`src/rtl/mavg_pkg.sv`:
```
// Shared types and constants for the five-channel boxcar averager.
// Holds window lengths, reciprocal constants for the divide and the result word layout.
// No dependencies.
package mavg_pkg;

    localparam int NUM_CH   = 5;
    localparam int TAG_W    = 32;
    localparam int SAMPLE_W = 16;
    localparam int SUM_W    = 24;

    localparam int WINDOW_A = 151;
    localparam int WINDOW_B = 189;
    localparam int WINDOW_C = 11;
    localparam int WINDOW_D = 7;
    localparam int WINDOW_E = 13;

    localparam int WINDOW [NUM_CH] = '{WINDOW_A, WINDOW_B, WINDOW_C, WINDOW_D, WINDOW_E};

    // Divide by multiply: q = (|sum| * RECIP) >> RSHIFT, exact for |sum| < 2**SUM_W.
    localparam int RECIP_W = SUM_W + 2;
    localparam int PROD_W  = SUM_W + RECIP_W;
    localparam int QUO_W   = SAMPLE_W + 1;

    localparam int RSHIFT [NUM_CH] = '{
        SUM_W + $clog2(WINDOW_A),
        SUM_W + $clog2(WINDOW_B),
        SUM_W + $clog2(WINDOW_C),
        SUM_W + $clog2(WINDOW_D),
        SUM_W + $clog2(WINDOW_E)
    };

    localparam logic [RECIP_W-1:0] RECIP [NUM_CH] = '{
        RECIP_W'(((64'd1 << RSHIFT[0]) + 64'(WINDOW_A) - 64'd1) / 64'(WINDOW_A)),
        RECIP_W'(((64'd1 << RSHIFT[1]) + 64'(WINDOW_B) - 64'd1) / 64'(WINDOW_B)),
        RECIP_W'(((64'd1 << RSHIFT[2]) + 64'(WINDOW_C) - 64'd1) / 64'(WINDOW_C)),
        RECIP_W'(((64'd1 << RSHIFT[3]) + 64'(WINDOW_D) - 64'd1) / 64'(WINDOW_D)),
        RECIP_W'(((64'd1 << RSHIFT[4]) + 64'(WINDOW_E) - 64'd1) / 64'(WINDOW_E))
    };

    // Output queue: depth must be a power of two.
    localparam int FIFO_DEPTH = 8;
    localparam int FIFO_AW    = $clog2(FIFO_DEPTH);
    localparam int CNT_W      = $clog2(FIFO_DEPTH + 1);

    typedef logic signed [TAG_W-1:0]    t_tag;
    typedef logic signed [SAMPLE_W-1:0] t_sample;
    typedef logic signed [SUM_W-1:0]    t_sum;

    typedef t_sample t_sample_arr [NUM_CH];
    typedef t_sum    t_sum_arr    [NUM_CH];

    typedef struct packed {
        logic vld;
        t_tag tag;
    } t_stage;

    typedef struct packed {
        t_tag    tag_out;
        t_sample avg_a;
        t_sample avg_b;
        t_sample avg_c;
        t_sample avg_d;
        t_sample avg_e;
    } t_result;

endpackage

```
`src/rtl/mavg_fifo.sv`:
```
// Result queue in flip-flops; parts the pipeline from the output handshake.
// Depends on mavg_pkg.
module mavg_fifo (
    input  logic                    i_clk,
    input  logic                    i_rst_n,
    input  logic                    i_push,
    input  mavg_pkg::t_result       i_wdata,
    input  logic                    i_pop,
    output mavg_pkg::t_result       o_rdata,
    output logic                    o_valid,
    output logic [mavg_pkg::CNT_W-1:0] o_count
);
    import mavg_pkg::*;

    t_result            r_mem [FIFO_DEPTH];
    logic [FIFO_AW-1:0] r_wp;
    logic [FIFO_AW-1:0] r_rp;
    logic [CNT_W-1:0]   r_count;

    always_ff @(posedge i_clk) begin
        if (i_push) begin
            r_mem[r_wp] <= i_wdata;
        end
    end

    always_ff @(posedge i_clk) begin
        if (!i_rst_n) begin
            r_wp    <= '0;
            r_rp    <= '0;
            r_count <= '0;
        end else begin
            if (i_push) begin
                r_wp <= r_wp + 1'b1;
            end
            if (i_pop) begin
                r_rp <= r_rp + 1'b1;
            end
            case ({i_push, i_pop})
                2'b10:   r_count <= r_count + 1'b1;
                2'b01:   r_count <= r_count - 1'b1;
                default: r_count <= r_count;
            endcase
        end
    end

    assign o_rdata = r_mem[r_rp];
    assign o_valid = (r_count != '0);
    assign o_count = r_count;
endmodule

```
`config.mk`:
```
export PLATFORM = sky130hd
export DESIGN_NAME = mavg_fifo
export DESIGN_NICKNAME = d
export VERILOG_FILES = /design/src/rtl/mavg_pkg.sv /design/src/rtl/mavg_fifo.sv
export SDC_FILE = /design/constraint.sdc
export NUM_CORES = 1
export LEC_CHECK = 0
export BUFFER_PORTS_ARGS = -buffer_cell sky130_fd_sc_hd__buf_2
export CAP_MARGIN = 20
export CORE_ASPECT_RATIO = 1.25
export CORE_MARGIN = 10
export CORE_UTILIZATION = 55
export DETAILED_ROUTE_END_ITERATION = 8
export GPL_TIMING_DRIVEN = 0
export HOLD_SLACK_MARGIN = 0.03
export PLACE_DENSITY = 0.74
export SLEW_MARGIN = 10
export SYNTH_ARGS = -nofsm -noshare
export SYNTH_HDL_FRONTEND = slang
export SYNTH_SLANG_ARGS = --single-unit
```
`constraint.sdc`:
```
create_clock -name i_clk -period 12.83 [get_ports i_clk]
set_clock_uncertainty 0.1 [all_clocks]
set_input_delay 2.566 -clock i_clk [delete_from_list [all_inputs] [get_ports i_clk]]
set_output_delay 2.566 -clock i_clk [all_outputs]
set_load 0.005 [all_outputs]
```
==> summary.md, run 1 <==
| Metric | Value |
|---|---|
| CP required | `10160 ps` |
| ANT nets after route | `0` |
| Crit-path cells | `buf_2 > clkbuf_1 > buf_2 > mux4_2 > mux2_2 > buf_2` |
| Initial Util | `55.66%` |
| Sequential-to-total area share from yosys stat | `78.68%` |
| Final WL | `72400 um` |
| DP Area | `37820 um^2` |
| Final hold vios | `0` |
| Count leader, synth | `edfxtp_1` |
| Tcrit/Tclk final | `45.77%` |
| Buf/Inv on CP | `4` |
| LEAKAGE | `13.21 nW` |
| DP Cell Count | `2491` |
| YS warnings | `0` |
| Clock Sinks | `909` |
| Worst skew pair latency | `600 ps` |
| Die area | `73260 um^2` |
| Top-area cell type share of the netlist area | `77.93%` |
| Die width | `244.1 um` |
| Setup violators final | `0` |
| Total Negative Setup Slacks | `0 ps` |
| Max_slew headroom | `slightly below 30%` |
| # hold bufs at CTS | `0` |
| Maxcap violations | `0` |
| Commonest cells in the netlist | `edfxtp_1 (896), mux4_2 (224), mux2_2 (61)` |
| Initial DRC count | `between 1k and 1.5k` |
| RePlAce Congestion | `around 0.71` |
| Total power | `roughly 6.4 mW` |
| Die Height | `around 300 um` |
| Post-synth EDFFs | `between 800 and 900` |
| Worst-Margin Slew | `1052 ps` |
| Critical Setup Path Class | `reg -> out` |
| Family with the most delay on the worst path | `buffers and inverters` |
| Cell repeated most along the worst path | `buf_2` |
| Fin. max-slew vios | `0` |
| Layout cells sized above 1 | `between 40% and 50%` |
| Initial antenna violation count | `15` |
| Cell Area, Synth | `between 30000 and 40000 um^2` |
| Pin count of the biggest net entering global routing | `24` |
| DR vias/cell | `5.884` |
| Number of remaining DRC errors | `0` |
| Final critical-path required period | `5873 ps` |
| # Post-CTS Setup Buffers | `0` |
| WL per Instance | `about 27 um` |
| Most used DFF post-synth | `edfxtp_1` |
| Min-delay worst type | `reg -> reg` |
| Status | `finished, final reports clean` |
| GRT Resource Usage Total | `19.93%` |
| # rows | `102` |
| Final cell count without fillers | `2643` |
| Peak supply drop | `0.0001172 V` |
| Async SR Flop Fraction | `0%` |
| TritonCTS clock tree | `yes` |
| PortBufs | `232` |
| Power Density | `roughly 160 nW/um^2` |
| Post-Syn Area per Cell | `between 20 and 30 um^2` |
| Vias | `~16k` |
| Core footprint | `62020 um^2` |
| Num ports | `233` |
| Clock Pin Slew Worst Setup and Hold Paths | `60 ps` |
| Max Fclk | `0.1703 GHz` |
| Delay of the slowest cell on the worst path | `790 ps` |
| Critical-path top delay cell | `clkbuf_1` |
| Root buffer cell | `clkbuf_16` |
| 1st-pass router iterations | `5` |
| Syn_nets | `1484` |
| Deepest clock path buffer count | `3` |
| Resize count post-CTS | `0` |
| Top post-synthesis cells by area | `edfxtp_1 (78%), mux4_2 (15%), mux2_4 (2.3%)` |
| Hpwl dp | `47530 um` |
| RSZ-0062 raised after global routing | `false` |
| Cells after Synth | `1363` |
| Yosys reg bits | `909` |
| Final instance area | `between 40000 and 50000 um^2` |
| Critical Path Sink Type | `output port` |
| Worst Path Max Fanout | `10` |
| TritonCTS Buffers | `84` |
| Largest area contributor in the synthesized netlist | `edfxtp_1` |
| First-pass GRT wire length | `between 100000 and 150000 um` |
| Final nets | `1866` |
| WP data arrival | `3210 ps` |
| Overflow after GRT | `0` |
| Layout area overhead | `17.40%` |
| Vias in the first global route | `16.72k` |
| H-Tree Depth | `3` |
| Post-synth cell types | `30` |
| Critical Path Source Type | `flop` |
[final timing paths]
kind / from / end / slack [ps] / cells after the start
max: flop / o_rdata[93] / 6960 / 6
min: o_count[3] / o_count[3] / 410 / 2
max reg2reg: r_wp[2] / r_mem[4][34] / 10160 / 6
min reg2reg: o_count[3] / o_count[3] / 410 / 2
[state kept, by name, summed over array words and instances (netlist names), named ones only]
| signal | flops |
|---|---|
| r_mem | 896 |
| r_rp | 3 |
| r_wp | 3 |
| o_count | 4 |
[stage by stage]
step	setup slack (ps)	hold slack, ps	utilization, %
2_1_floorplan	1782	366.1	-
3_3_place_gp	-6367	364.2	59.21
3_5_place_dp	7533	414.7	60.98
4_1_cts	6845	420.3	65.34
5_1_grt	6817	460.2	65.34
6_report	6957	410.4	65.35
[area by class of cell]
| class | instances | area (um^2) |
|---|---|---|
| fill | 4018 | 21490 |
| tap | 832 | 1041 |
| clock buffer | 108 | 2266 |
| antenna | 3 | 7.507 |
| inverter | 1 | 3.754 |
| sequential | 909 | 27170 |
| multi-input combinational | 389 | 6930 |
| timing repair buffer | 296 | 2201 |
| buffer | 64 | 480.5 |
| clock inverter | 41 | 435.4 |
[layout by cell type, fill, tap and decap left out, drive strengths merged]
master and count:
edfxtp 896, buf 342, mux4 224, clkbuf 126, mux2 113, clkinv 27
dfxtp 13, bufinv 9, nand2 6, nor2 6, and2 6, ha 5
xor2 4, nand2b 4, mux2i 4, clkinvlp 4, diode 3, xnor2 3
nor2b 3, nor3 3, inv 2, or4 1, a21oi 1, o21ai 1
or3 1, a21boi 1, nor4b 1, a41oi 1, o41ai 1
[metal layers]
metal | up-vias | global-route usage [%] | part of all wire (%)
met5 | - | 0 | 0.15
met4 | 18 | 5.048 | 1.7
met2 | 490 | 33.98 | 52
met3 | 114 | 4.480 | 6.0
met1 | 8301 | 25.73 | 40
li1 | 6629 | - | -
[report_power, final]
part	switching, mW	internal (mW)
clock	1.02	1.43
combinational	0.285	0.297
sequential	0.0196	3.34
total	1.32	5.07
[logic make-up after synthesis]
logic type,after synthesis,synth area share [%]
compound gates,5,0.1015
xor+xnor,7,0.1776
fa+ha+maj,5,0.1812
buf+inv,65,1.402
flops,909,78.68
mux,341,18.98
simple gates,31,0.4747
[worst reg2reg max path, cell delays in order (launching register included)]
cell and delay, ps:
dfxtp_1 350, nand2_1 220, nor3_2 820, buf_8 250, buf_4 240, buf_6 190, buf_4 210
(Power assumes the default switching activity.)
==> run 2, diff against run 1 <==
clock period = 6 ns   (was 12.83 ns; I/O delays follow)
==> summary.md, run 2 (synthesized netlist as in run 1, its figures left out) <==
| Metric | Value |
|---|---|
| Status | `finished, final reports clean` |
| Setup violators final | `0 (unchanged)` |
| H-Tree Depth | `3 (unchanged)` |
| Core footprint | `62020 um^2 (unchanged)` |
| CP required | `4700 ps (-5460 ps)` |
| # Post-CTS Setup Buffers | `0 (unchanged)` |
| Worst Path Max Fanout | `10 (unchanged)` |
| Max Fclk | `0.2170 GHz` |
| Overflow after GRT | `0 (unchanged)` |
| Max FFs per register | `896 (unchanged)` |
| Peak supply drop | `0.0002406 V (+110%)` |
| Deepest clock path buffer count | `3 (unchanged)` |
| Fin. max-slew vios | `0 (unchanged)` |
| Final critical-path required period | `4609 ps` |
| Die area | `73260 um^2 (unchanged)` |
| LEAKAGE | `13.22 nW (about the same)` |
| First-pass GRT wire length | `108400 um (about the same)` |
| WL per Instance | `27.61 um (+0.78%)` |
| # hold bufs at CTS | `0 (unchanged)` |
| Worst skew pair latency | `600 ps (about the same)` |
| ANT nets after route | `0 (unchanged)` |
| Resize count post-CTS | `0 (unchanged)` |
| Final cell count without fillers | `2641 (-0.076%)` |
| Commonest non-fill, non-tap cell in the layout | `edfxtp_1` |
| Number of remaining DRC errors | `0 (unchanged)` |
| RePlAce Congestion | `0.7058 (-0.62%)` |
| PortBufs | `232 (unchanged)` |
| DP Area | `37900 um^2 (+0.19%)` |
| Critical Path Sink Type | `output port` |
| Critical-path top delay cell | `clkbuf_1` |
| Crit-path cells | `buf_2 > clkbuf_1 > buf_2 > mux4_2 > mux2_2 > buf_2` |
| Clock Pin Slew Worst Setup and Hold Paths | `70 ps (about the same)` |
| Initial Util | `55.66% (unchanged)` |
| Initial antenna violation count | `16 (+1)` |
| Critical Setup Path Class | `reg -> out` |
| Cell repeated most along the worst path | `buf_2` |
| Vias in the first global route | `16.86k (+0.85%)` |
| Final WL | `72910 um (+0.71%)` |
| Num ports | `233 (unchanged)` |
| Final instance area | `40660 um^2 (+0.31%)` |
| # rows | `102 (unchanged)` |
| R2r setup slk | `3220 ps (-6940 ps)` |
| Worst hold slack | `412.1 ps (+1.689 ps)` |
| Max_slew headroom | `23.90% (-6.0 points)` |
| WP data arrival | `3310 ps (+100 ps)` |
| Root buffer cell | `clkbuf_16` |
| Most flop-heavy register | `r_mem` |
| Fin util | `65.55% (+0.21 points)` |
| Final nets | `1859 (-0.38%)` |
| Die width | `244.1 um (unchanged)` |
| Hpwl dp | `47680 um (+0.30%)` |
| Tcrit/Tclk final | `76.81%` |
| Final hold vios | `0 (unchanged)` |
| Clock Sinks | `909 (unchanged)` |
| Most frequent cells in the layout | `edfxtp_1 (896), buf_2 (257), mux4_2 (224)` |
| Vias | `15.50k (-0.32%)` |
| Worst hold path stage count | `2 (unchanged)` |
| Power Density | `336.2 nW/um^2 (+110%)` |
| TritonCTS Buffers | `85 (+1.2%)` |
| RSZ-0062 raised after global routing | `false` |
| Layout area overhead | `17.76%` |
| TritonCTS clock tree | `yes` |
| Delay of the slowest cell on the worst path | `880 ps (+90 ps)` |
| Worst r2r src | `r_wp[0]` |
| Critical Path Source Type | `flop` |
| Worst-Margin Slew | `1142 ps (+89.26 ps)` |
| Layout cells sized above 1 | `44.07% (-0.40 points)` |
| Min-delay worst type | `reg -> reg` |
| GRT Resource Usage Total | `20.08% (+0.15 points)` |
| 1st-pass router iterations | `5 (unchanged)` |
| R2R depth | `6 (unchanged)` |
| Hold endpoint | `o_count[3]` |
| Initial DRC count | `1205 (-13%)` |
| Die Height | `300.1 um (unchanged)` |
| DP Cell Count | `2482 (-0.36%)` |
| Pin count of the biggest net entering global routing | `24 (unchanged)` |
| Total Negative Setup Slacks | `0 ps (unchanged)` |
| Capturing point of the worst reg2reg path | `r_mem[3][77]` |
| DR vias/cell | `5.870 (-0.25%)` |
| Maxcap violations | `0 (unchanged)` |
| Min-delay src | `o_count[3]` |
[run 2: cell count changes in the layout (fill, tap and decap cells not counted), sizes merged]
cell and change:
buf -8, clkbuf +6, bufinv -3, clkinv +2, diode +2, inv -1
[run 2: how the worst max path moves through the flow]
stage                     depth (start not counted)    from            to
after floorplan                                   2  i_push   r_mem[1][0]
after detailed placement                          6    flop   o_rdata[61]
after global routing                              6    flop   o_rdata[94]
final                                             6    flop   o_rdata[94]
after CTS                                         6    flop   o_rdata[61]
after global placement                            3  i_push  r_mem[1][39]
[run 2: report_power, final]
group          total [mW]  internal [mW]  switching (mW)
combinational        1.25          0.640           0.612
sequential           7.19           7.14          0.0428
clock                5.23           3.06            2.17
total                13.7           10.8            2.83
[run 2: worst max-delay path, delay by kind of cell (launching register included)]
| family | cells | cell delay (ps) |
|---|---|---|
| buffers and inverters | 4 | 1730 |
| flip-flops | 1 | 300 |
| multiplexers | 2 | 670 |
[run 2: per-layer routing]
metal / wire [um] / global-route usage [%] / up-vias
li1: - / - / 6617
met1: 28840 / 26.02 / 8256
met2: 37660 / 33.44 / 496
met3: 4766 / 4.595 / 115
met4: 1520 / 6.440 / 18
met5: 114 / 0 / -
[run 2: area by class of cell]
cell class	count	area, um^2
well taps	832	1041
diodes	5	12.51
fillers	4001	21370
repair buffers	288	2276
flip-flops and latches	909	27170
clock inverters	39	341.6
inverters	1	3.754
multi-input cells	389	6943
plain buffers	64	480.5
clock buffers	114	2395
[run 2: per-stage QoR]
stage	setup WS (ps)	power, mW
after floorplan	-673.7	8.069
after global placement	-5843	8.553
after detailed placement	1927	8.595
after CTS	1262	13.81
after global routing	1279	14.14
final	1391	13.67
==> run 3, diff against run 2 <==
CORE_UTILIZATION = 54   (was 55)
PLACE_DENSITY = 0.75   (was 0.74)
clock period = 4.05 ns   (was 6 ns; I/O delays follow)
==> summary.md, run 3 (synthesized netlist as in run 1, its figures left out) <==
| Metric | Value |
|---|---|
| Status | `finished, final reports clean` |
| # Post-CTS Setup Buffers | `0 (unchanged)` |
| Max FFs per register | `896 (unchanged)` |
| DR vias/cell | `5.910 (+0.68%)` |
| Number of remaining DRC errors | `0 (unchanged)` |
| Critical Path Sink Type | `output port` |
| Critical Setup Path Class | `reg -> out` |
| Peak supply drop | `0.0003229 V (+34%)` |
| Initial antenna violation count | `16 (unchanged)` |
| Capturing point of the worst reg2reg path | `r_mem[4][77]` |
| GRT Resource Usage Total | `20.03% (-0.047 points)` |
| RePlAce Congestion | `0.7032 (-0.37%)` |
| RSZ-0062 raised after global routing | `false` |
| Final worst setup slack | `271.6 ps (-1120 ps)` |
| Layout area overhead | `17.37%` |
| Fin. max-slew vios | `0 (unchanged)` |
| Cell depth of the worst setup path | `6 (unchanged)` |
| Global-route met3 utilization | `4.241% (-0.35 points)` |
| Final hold vios | `0 (unchanged)` |
| Setup violators final | `0 (unchanged)` |
| Crit-path cells | `buf_2 > clkbuf_2 > buf_2 > mux4_2 > mux2_2 > buf_2` |
| Worst skew pair latency | `620 ps (+20 ps)` |
| Commonest non-fill, non-tap cell in the layout | `edfxtp_1` |
| LEAKAGE | `13.14 nW (-0.63%)` |
| Max Fclk | `0.2647 GHz` |
| Worst-Margin Slew | `1109 ps (-32.60 ps)` |
| Power Density | `491.6 nW/um^2 (+46%)` |
| Die area | `74510 um^2 (+1.7%)` |
| Final WL | `73710 um (+1.1%)` |
| DP Cell Count | `2491 (+0.36%)` |
| WL per Instance | `27.92 um (+1.1%)` |
| Vias | `15.60k (+0.65%)` |
| 1st-pass router iterations | `5 (unchanged)` |
| R2R depth | `6 (unchanged)` |
| First-pass GRT wire length | `109800 um (+1.3%)` |
| Worst r2r src | `r_wp[2]` |
| Clock Pin Slew Worst Setup and Hold Paths | `60 ps (about the same)` |
| TritonCTS clock tree | `yes` |
| H-Tree Depth | `3 (unchanged)` |
| Initial DRC count | `1484 (+23%)` |
| Tcrit/Tclk final | `93.29%` |
| Buf/Inv on CP | `4 (unchanged)` |
| Num ports | `233 (unchanged)` |
| Core footprint | `63280 um^2 (+2.0%)` |
| CP Capture Point | `o_rdata[63]` |
| Worst hold slack | `349.0 ps (-63.06 ps)` |
| TritonCTS Buffers | `84 (-1.2%)` |
| GR peak layer | `met2` |
| Final cell count without fillers | `2640 (-0.038%)` |
| Most flop-heavy register | `r_mem` |
| Worst Path Max Fanout | `10 (unchanged)` |
| Die Height | `302.7 um (+0.86%)` |
| WP data arrival | `2870 ps (-440 ps)` |
| Critical-path top delay cell | `clkbuf_2` |
| Delay of the slowest cell on the worst path | `470 ps (-410 ps)` |
| PortBufs | `232 (unchanged)` |
| Routing usage on met2 | `32.99% (-0.45 points)` |
| Die width | `246.2 um (+0.85%)` |
| Hpwl dp | `47660 um (about the same)` |
| # rows | `103 (+0.98%)` |
| Clock Sinks | `909 (unchanged)` |
| GR Util met1 | `26.65% (+0.62 points)` |
| Family with the most delay on the worst path | `buffers and inverters` |
| Maxcap violations | `0 (unchanged)` |
| R2r setup slk | `1610 ps (-1610 ps)` |
| Pin count of the biggest net entering global routing | `24 (unchanged)` |
| Fillers | `4063 (+1.5%)` |
| Root buffer cell | `clkbuf_16` |
| Vias in the first global route | `16.75k (-0.66%)` |
| Place WS | `456.8 ps (-1471 ps)` |
| Fin util | `64.04% (-1.5 points)` |
| ANT nets after route | `0 (unchanged)` |
| Layout cells sized above 1 | `43.98% (-0.089 points)` |
| Min-delay worst type | `in -> reg` |
| Cell repeated most along the worst path | `buf_2` |
| Deepest clock path buffer count | `3 (unchanged)` |
| Max_slew headroom | `26.07% (+2.2 points)` |
| Critical Path Source Type | `flop` |
| Final critical-path required period | `3778 ps` |
| Most frequent cells in the layout | `edfxtp_1 (896), buf_2 (257), mux4_2 (224)` |
| CP required | `3140 ps (-1560 ps)` |
| Overflow after GRT | `0 (unchanged)` |
| Total power | `19.92 mW (+46%)` |
| Initial Util | `54.56% (-1.1 points)` |
| Final nets | `1858 (-0.054%)` |
-- run 3: cell count changes in the layout (fill, tap and decap cells not counted), sizes merged --
| cell | previous run | this run |
|---|---|---|
| bufinv | 6 | 4 |
| clkbuf | 132 | 126 |
| clkinv | 29 | 25 |
| clkinvlp | 4 | 5 |
| diode | 5 | 6 |
| inv | 1 | 2 |
-- run 3: worst register-to-register path, cell delays in order (launching register included) --
cell,delay (ps)
dfxtp_1,370
nand2_2,160
nor3_4,700
buf_8,280
buf_16,190
buf_8,180
buf_8,170
-- run 3: report_power, final --
group	internal (mW)	leakage, nW	total (mW)	switching (mW)
Clock	4.19	1.23	7.40	3.22
Sequential	10.6	8.25	10.6	0.0648
Combinational	0.953	3.66	1.87	0.918
-- run 3: how the worst min path moves through the flow --
| stage | cells after the start | slack [ps] | to | from |
|---|---|---|---|---|
| finish | 1 | 350 | r_mem[5][32] | i_wdata[32] |
| global route | 1 | 350 | r_mem[2][73] | i_wdata[73] |
| CTS | 1 | 310 | r_mem[1][63] | i_wdata[63] |
| detailed placement | 2 | 380 | o_count[3] | o_count[3] |
| global placement | 2 | 360 | o_count[3] | o_count[3] |
| floorplan | 2 | 370 | o_count[3] | o_count[3] |
-- run 3: routing by layer --
metal / routed length (um) / part of all wire (%)
met4: 1464 / 2.0
met5: 116 / 0.16
met1: 29690 / 40
met2: 37570 / 51
met3: 4869 / 6.6
-- run 3: final cells by class --
class / count / area (um^2) / area share, %
buffer: 64 / 483.0 / 1.192
antenna: 6 / 15.01 / 0.03705
tap: 840 / 1051 / 2.594
clock buffer: 108 / 2266 / 5.592
timing repair buffer: 288 / 2313 / 5.709
sequential: 909 / 27170 / 67.04
clock inverter: 35 / 276.5 / 0.6824
inverter: 1 / 3.754 / 0.009263
multi-input combinational: 389 / 6948 / 17.15
-- run 3: stage by stage --
stage	area [um^2]	setup TNS [ps]
floorplan	34570	-251530
global placement	36780	-3069580
detailed placement	37960	0
CTS	40510	0
global route	40520	0
finish	40520	0
-- run 3: repair_timing --
action,in CTS,in global routing
hold buffers,0,0
setup endpoints to repair,112,0
gates resized for setup,2,0
